## src/rtl/core/poly_saw_carrier_voices_top_defines.svh

```systemverilog
// Assertion helpers for the carrier block.
// PSC_ASSERT checks on clk and is switched off while rst_n is low.
// PSC_ASSERT_NR checks on clk at every edge, including during reset.
`ifndef POLY_SAW_CARRIER_VOICES_TOP_DEFINES_SVH
`define POLY_SAW_CARRIER_VOICES_TOP_DEFINES_SVH
`ifndef SYNTHESIS
`define PSC_ASSERT(lbl, clk_i, rstn_i, prop, msg) \
    lbl: assert property (@(posedge clk_i) disable iff (!rstn_i) prop) else $error(msg);
`define PSC_ASSERT_NR(lbl, clk_i, prop, msg) \
    lbl: assert property (@(posedge clk_i) prop) else $error(msg);
`else
`define PSC_ASSERT(lbl, clk_i, rstn_i, prop, msg)
`define PSC_ASSERT_NR(lbl, clk_i, prop, msg)
`endif
`endif

```

## src/rtl/core/psc_pkg.sv

```systemverilog
`timescale 1ns / 1ps
package psc_pkg;

    localparam int NUM_VOICES_DEF  = 8;
    localparam int QUEUE_DEPTH_DEF = 4;

    // beat layout
    localparam int IN_DATA_W  = 16;  // note_number, note_velocity, pad
    localparam int IN_USER_W  = 2;   // req_type
    localparam int OUT_DATA_W = 24;  // carrier_sample

    // request codes on tuser
    localparam logic [1:0] REQ_NOTE_ON  = 2'd0;
    localparam logic [1:0] REQ_NOTE_OFF = 2'd1;
    localparam logic [1:0] REQ_TICK     = 2'd2;

    // configuration register indexes
    localparam int CFG_IDX_W  = 1;
    localparam int CFG_DATA_W = 31;
    localparam logic [CFG_IDX_W-1:0] CFG_A4_INCREMENT  = 1'd0;
    localparam logic [CFG_IDX_W-1:0] CFG_CARRIER_LEVEL = 1'd1;

    localparam logic [30:0] A4_INC_RESET = 31'd39370534;
    localparam logic [15:0] LEVEL_RESET  = 16'd32768;

    // arithmetic widths
    localparam int INC_PROD_W = 62;  // 31 x 31 bit increment product
    localparam int SAW_PROD_W = 31;  // Q1.23 saw times 7 bit velocity
    localparam int AVG_W      = 25;  // |average| <= 2^23
    localparam int SCL_W      = 42;  // average times 17 bit signed level
    localparam int AVG_LIMIT  = 8388608;
    localparam int LEVEL_SHIFT = 15;
    // shift = 30 - octave, octave = (note + 3) / 12 - 6
    localparam logic [5:0] INC_SHIFT_BASE = 6'd36;

    typedef enum logic [1:0] {
        OP_ON,
        OP_OFF,
        OP_TICK
    } op_t;

    typedef struct packed {
        op_t        op;
        logic [6:0] note;
        logic [6:0] vel;
    } op_item_t;

    typedef struct packed {
        logic [30:0] a4_inc;
        logic [15:0] level;
    } cfg_t;

    typedef enum logic [3:0] {
        ST_IDLE,
        ST_OFF,
        ST_ON_MUL,
        ST_ON_WRITE,
        ST_WALK,
        ST_DIV_INIT,
        ST_DIV,
        ST_SCALE,
        ST_SAT,
        ST_OUT
    } st_t;

    // Q1.30 semitone ratios, round(2^30 * 2^(k/12))
    function automatic logic [30:0] semi_ratio(input logic [3:0] k);
        logic [30:0] r;
        case (k)
            4'd0:    r = 31'd1073741824;
            4'd1:    r = 31'd1137589836;
            4'd2:    r = 31'd1205234447;
            4'd3:    r = 31'd1276901417;
            4'd4:    r = 31'd1352829926;
            4'd5:    r = 31'd1433273380;
            4'd6:    r = 31'd1518500250;
            4'd7:    r = 31'd1608794974;
            4'd8:    r = 31'd1704458901;
            4'd9:    r = 31'd1805811301;
            4'd10:   r = 31'd1913190429;
            4'd11:   r = 31'd2026954652;
            default: r = '0;
        endcase
        return r;
    endfunction

    // n / 12 for n in 0..130, by threshold compares
    function automatic logic [3:0] note_octave(input logic [7:0] n);
        logic [3:0] q;
        q = '0;
        for (int j = 1; j <= 10; j++) begin
            if (n >= 8'(12 * j)) begin
                q = 4'(j);
            end
        end
        return q;
    endfunction

endpackage

```

## src/rtl/core/psc_queue.sv

```systemverilog
`timescale 1ns / 1ps
`include "poly_saw_carrier_voices_top_defines.svh"
module psc_queue #(
    parameter int DEPTH = psc_pkg::QUEUE_DEPTH_DEF
) (
    input  logic              clk,
    input  logic              rst_n,
    input  logic              push,
    input  psc_pkg::op_item_t push_item,
    input  logic              pop,
    output psc_pkg::op_item_t head,
    output logic              full,
    output logic              empty
);
    import psc_pkg::*;

    localparam int PW = (DEPTH > 1) ? $clog2(DEPTH) : 1;
    localparam int CNT_W = $clog2(DEPTH + 1);
    localparam logic [PW-1:0] LAST = PW'(DEPTH - 1);

    op_item_t         entry_reg [DEPTH];
    logic [PW-1:0]    wr_ptr_reg, wr_ptr_next;
    logic [PW-1:0]    rd_ptr_reg, rd_ptr_next;
    logic [CNT_W-1:0] count_reg, count_next;
    logic             do_push, do_pop;

    assign full    = (count_reg == CNT_W'(DEPTH));
    assign empty   = (count_reg == '0);
    assign do_push = push && !full;
    assign do_pop  = pop && !empty;
    assign head    = entry_reg[rd_ptr_reg];

    always_comb
    begin
        wr_ptr_next = wr_ptr_reg;
        rd_ptr_next = rd_ptr_reg;
        count_next  = count_reg;
        if (do_push)
        begin
            wr_ptr_next = (wr_ptr_reg == LAST) ? '0 : wr_ptr_reg + 1'b1;
        end
        if (do_pop)
        begin
            rd_ptr_next = (rd_ptr_reg == LAST) ? '0 : rd_ptr_reg + 1'b1;
        end
        if (do_push && !do_pop)
        begin
            count_next = count_reg + 1'b1;
        end
        else if (do_pop && !do_push)
        begin
            count_next = count_reg - 1'b1;
        end
    end

    always_ff @(posedge clk or negedge rst_n)
    begin
        if (!rst_n)
        begin
            wr_ptr_reg <= '0;
            rd_ptr_reg <= '0;
            count_reg  <= '0;
        end
        else
        begin
            wr_ptr_reg <= wr_ptr_next;
            rd_ptr_reg <= rd_ptr_next;
            count_reg  <= count_next;
        end
    end

    always_ff @(posedge clk)
    begin
        if (do_push)
        begin
            entry_reg[wr_ptr_reg] <= push_item;
        end
    end

    `PSC_ASSERT_NR(a_count_bound, clk, count_reg <= CNT_W'(DEPTH), "queue count past depth")
    `PSC_ASSERT(a_push_grows, clk, rst_n, (push && !pop && !full) |=> (count_reg == $past(count_reg) + 1'b1), "push lost")
    `PSC_ASSERT(a_pop_has_data, clk, rst_n, pop |-> !empty, "pop from empty queue")

endmodule

```

## config.mk

```make
export PLATFORM = sky130hd
export DESIGN_NAME = psc_queue
export DESIGN_NICKNAME = d
export VERILOG_FILES = /design/src/rtl/core/psc_pkg.sv /design/src/rtl/core/psc_queue.sv
export VERILOG_INCLUDE_DIRS = /design/src /design/src/rtl/core
export SDC_FILE = /design/constraint.sdc
export NUM_CORES = 1
export LEC_CHECK = 0
export ABC_AREA = 1
export BUFFER_PORTS_ARGS = -buffer_cell sky130_fd_sc_hd__buf_2
export CORE_UTILIZATION = 55
export CTS_BUF_LIST = sky130_fd_sc_hd__clkbuf_2
export DETAILED_ROUTE_END_ITERATION = 12
export PLACE_DENSITY = 0.87
export SLEW_MARGIN = 25
export SYNTH_ARGS = -nofsm -noshare
export SYNTH_HDL_FRONTEND = slang
export SYNTH_SLANG_ARGS = --single-unit
```

## constraint.sdc

```tcl
create_clock -name clk -period 2.2 [get_ports clk]
set_input_delay 0.22 -clock clk [delete_from_list [all_inputs] [get_ports clk]]
set_output_delay 0.22 -clock clk [all_outputs]
set_load 0.01 [all_outputs]
```

==> out/results.txt <==
status -> finished, final reports clean
GR Overflow Total -> 0
fmax -> 518 MHz
Slowest-stage cell, CP -> dfrtp_2
Switch Pwr -> 1.77 mW
1st-pass router iterations -> 4
Clock power frac -> 15.0%
IO Port Bufs -> 37
reg2reg path depth -> 11
fill count -> 406
Initial Utilization -> 58.1%
power per cell area -> 1210 mW/mm2
Avg Inst Size Synth -> 13.1 um2
HP Class -> primary input to async pin
Synth Instances -> 247
vias in the first global route -> 2,028
insertion delay to the later sink of the worst-skew pair -> 0.48 ns
clk root buf -> clkbuf_2
worst r2r src -> count_reg[1]$_DFFE_PN0P_
worst-margin pin slew -> 0.366 ns
CTS Buf Count -> 9
Power, Total -> 4.54 mW
Post-DP HPWL -> 3.56 mm
Reg clk slew, reported paths -> 0.19 ns
Seq cells post-synth -> 71
Post-DRT Antenna Nets -> 0
CTS tree -> yes
die area -> 0.00620 mm2
largest net degree at the start of global routing -> 68
Reg2Reg Capture Point -> count_reg[2]$_DFFE_PN0P_
Netlist cell types -> 21
gpl congestion -> 0.734
CTS H-tree depth -> 3
Final Slew Violations -> 0
Vias/cell -> 5.13
required time of the critical path -> 1.98 ns
final setup fails -> 0
Setup Skew -> 0.0226 ns
initial antenna violation count -> 0
Rows -> 27
Rel. slew slack -> 75.6%
clk sink count -> 71
Startpoint Class -> register
Comb pwr share -> 41.7%
slowest stage delay, CP -> 0.61 ns
Post-CTS Setup Inserts -> 0
Die Width -> 78.7 um
I/O pin count -> 38
switch share -> 39.0%
DRC viols -> 0
WS Path Type -> register to output port
total global-route track usage -> 20.6%
Fin Setup TNS -> 0 ns
Worst VDD drop -> 0.880 mV
Yosys warning count -> 0
Cell Int Power -> 2.77 mW
first-pass GRT wire length -> 9.15 mm
CP cell instances -> clkinv_4 -> o211ai_2 -> nand2_2 -> buf_2
kind of end point of the critical path -> output port
crit-path max FO -> 16
area grow syn2layout -> 15.5%
Die Ht -> 78.7 um
ant diodes -> 0
number of DRC markers in iteration 0 -> 131
via count -> 1,987
setup slack, reg-to-reg -> 0.35 ns
Inst Count DP -> 352
drt wl/cell -> 14.9 um
Arrival @ worst endpoint -> 1.71 ns
clock tree buffer depth -> 2
max-cap viol count -> 0
crit path from -> rd_ptr_reg[1]$_DFFE_PN0P_
fin crit share -> 87.7%
sequential power share -> 43.3%
Worst setup endpoint -> head[10]
Largest register FFs -> 64
commonest non-fill, non-tap cell in the layout -> edfxtp_1
Leak -> 1.59 nW
Final Non-Filler Cells -> 387
most frequent cells in the layout -> edfxtp_1 (64), inv_1 (43), nand2_1 (37), buf_2 (37), nand2_2 (26)
DRT Wirelength -> 5.78 mm
RSZ-0062 raised after global routing -> false
fin nets -> 337
final hold vios -> 0
sequential-to-total area share from yosys stat -> 64.8%
Cell Area, Synth -> 0.00324 mm2
area of the core -> 0.00557 mm2
Final Critical Period -> 1.93 ns
post-layout util -> 67.1%
share of cells above drive strength 1 -> 35.6%
Synthesized Nets -> 274
cells in the mapped netlist:
cell	count	area share (%)
o21ai_1	1	0.15
fa_1	1	0.62
buf_4	1	0.23
nand2_2	26	5.0
o211ai_1	9	2.1
buf_12	3	1.9
dfrtp_1	7	5.4
edfxtp_1	64	59
buf_2	2	0.31
inv_2	4	0.46
ha_1	6	2.3
o211ai_2	23	8.9
xnor2_1	1	0.27
nor2_1	6	0.70
nand3_1	7	1.1
nand4_1	1	0.19
inv_1	43	5.0
buf_8	1	0.46
buf_6	3	1.0
clkinv_4	1	0.27
nand2_1	37	4.3
stage by stage:
stage                     area [um2]  hold slack [ns]  worst slack (ns)
after CTS                       3740           0.0477             0.219
after global routing            3740           0.0551             0.154
final                           3740           0.0819             0.271
after detailed placement        3450           0.0651             0.375
after global placement          3450           0.0556             0.489
after floorplan                 3240          -0.0756             0.422
repair_timing:
item	in CTS	in global routing
hold endpoints to repair	74	0
hold buffers	19	0
resized for setup	1	0
endpoints found under the setup margin	13	0
layout make-up:
cell class	instances	area [um2]	area share (%)
clock inverter	6	51.3	1.37
inverter	48	185	4.95
timing repair buffer	62	433	11.6
clock buffer	10	50.0	1.34
sequential	71	2100	56.2
tap	72	90.1	2.41
multi-input combinational	118	830	22.2
power by group through the flow:
stage / combinational, mW / clock [mW] / sequential (mW)
after floorplan: 1.53 / 0 / 1.92
after global placement: 1.79 / 0 / 1.97
after detailed placement: 1.87 / 0 / 1.99
after CTS: 1.90 / 0.686 / 1.96
after global routing: 2.08 / 0.737 / 1.99
final: 1.89 / 0.682 / 1.96
how the worst min path moves through the flow:
stage                                endpoint  slack, ns  cells after the start
floorplan            count_reg[0]$_DFFE_PN0P_      -0.08                      0
finish              wr_ptr_reg[1]$_DFFE_PN0P_       0.08                      2
global route        wr_ptr_reg[1]$_DFFE_PN0P_       0.06                      2
CTS                 wr_ptr_reg[1]$_DFFE_PN0P_       0.05                      2
detailed placement  wr_ptr_reg[1]$_DFFE_PN0P_       0.07                      1
global placement    wr_ptr_reg[0]$_DFFE_PN0P_       0.06                      1
worst max-delay path, delay by kind of cell, from the launching register on:
family                 cells  cell delay (ns)
AO/OA/AOI/OAI              1             0.15
buffers and inverters      2             0.41
flip-flops                 1             0.61
AND/OR/NAND/NOR            1             0.07
routing by layer:
layer / GRT usage (%) / share of wire [%] / routed length [um] / vias up
li1: - / - / - / 960
met1: 23.3 / 41 / 2380 / 960
met2: 34.6 / 53 / 3050 / 54
met3: 5.06 / 4.0 / 232 / 13
met4: 13.3 / 2.1 / 122 / 0
met5: 0 / 0 / 0 / -
logic make-up after synthesis:
| group | Yosys count | share of synthesized area [%] |
|---|---|---|
| xor gates and xnor gates | 1 | 0.271 |
| buffers and inverters | 58 | 9.62 |
| and+or+nand+nor | 77 | 11.3 |
| adders and majority gates | 7 | 2.94 |
| DFF | 71 | 64.8 |
| AOI/OAI and AO/OA | 33 | 11.1 |
Note: power is estimated with default switching activity, not from simulation.
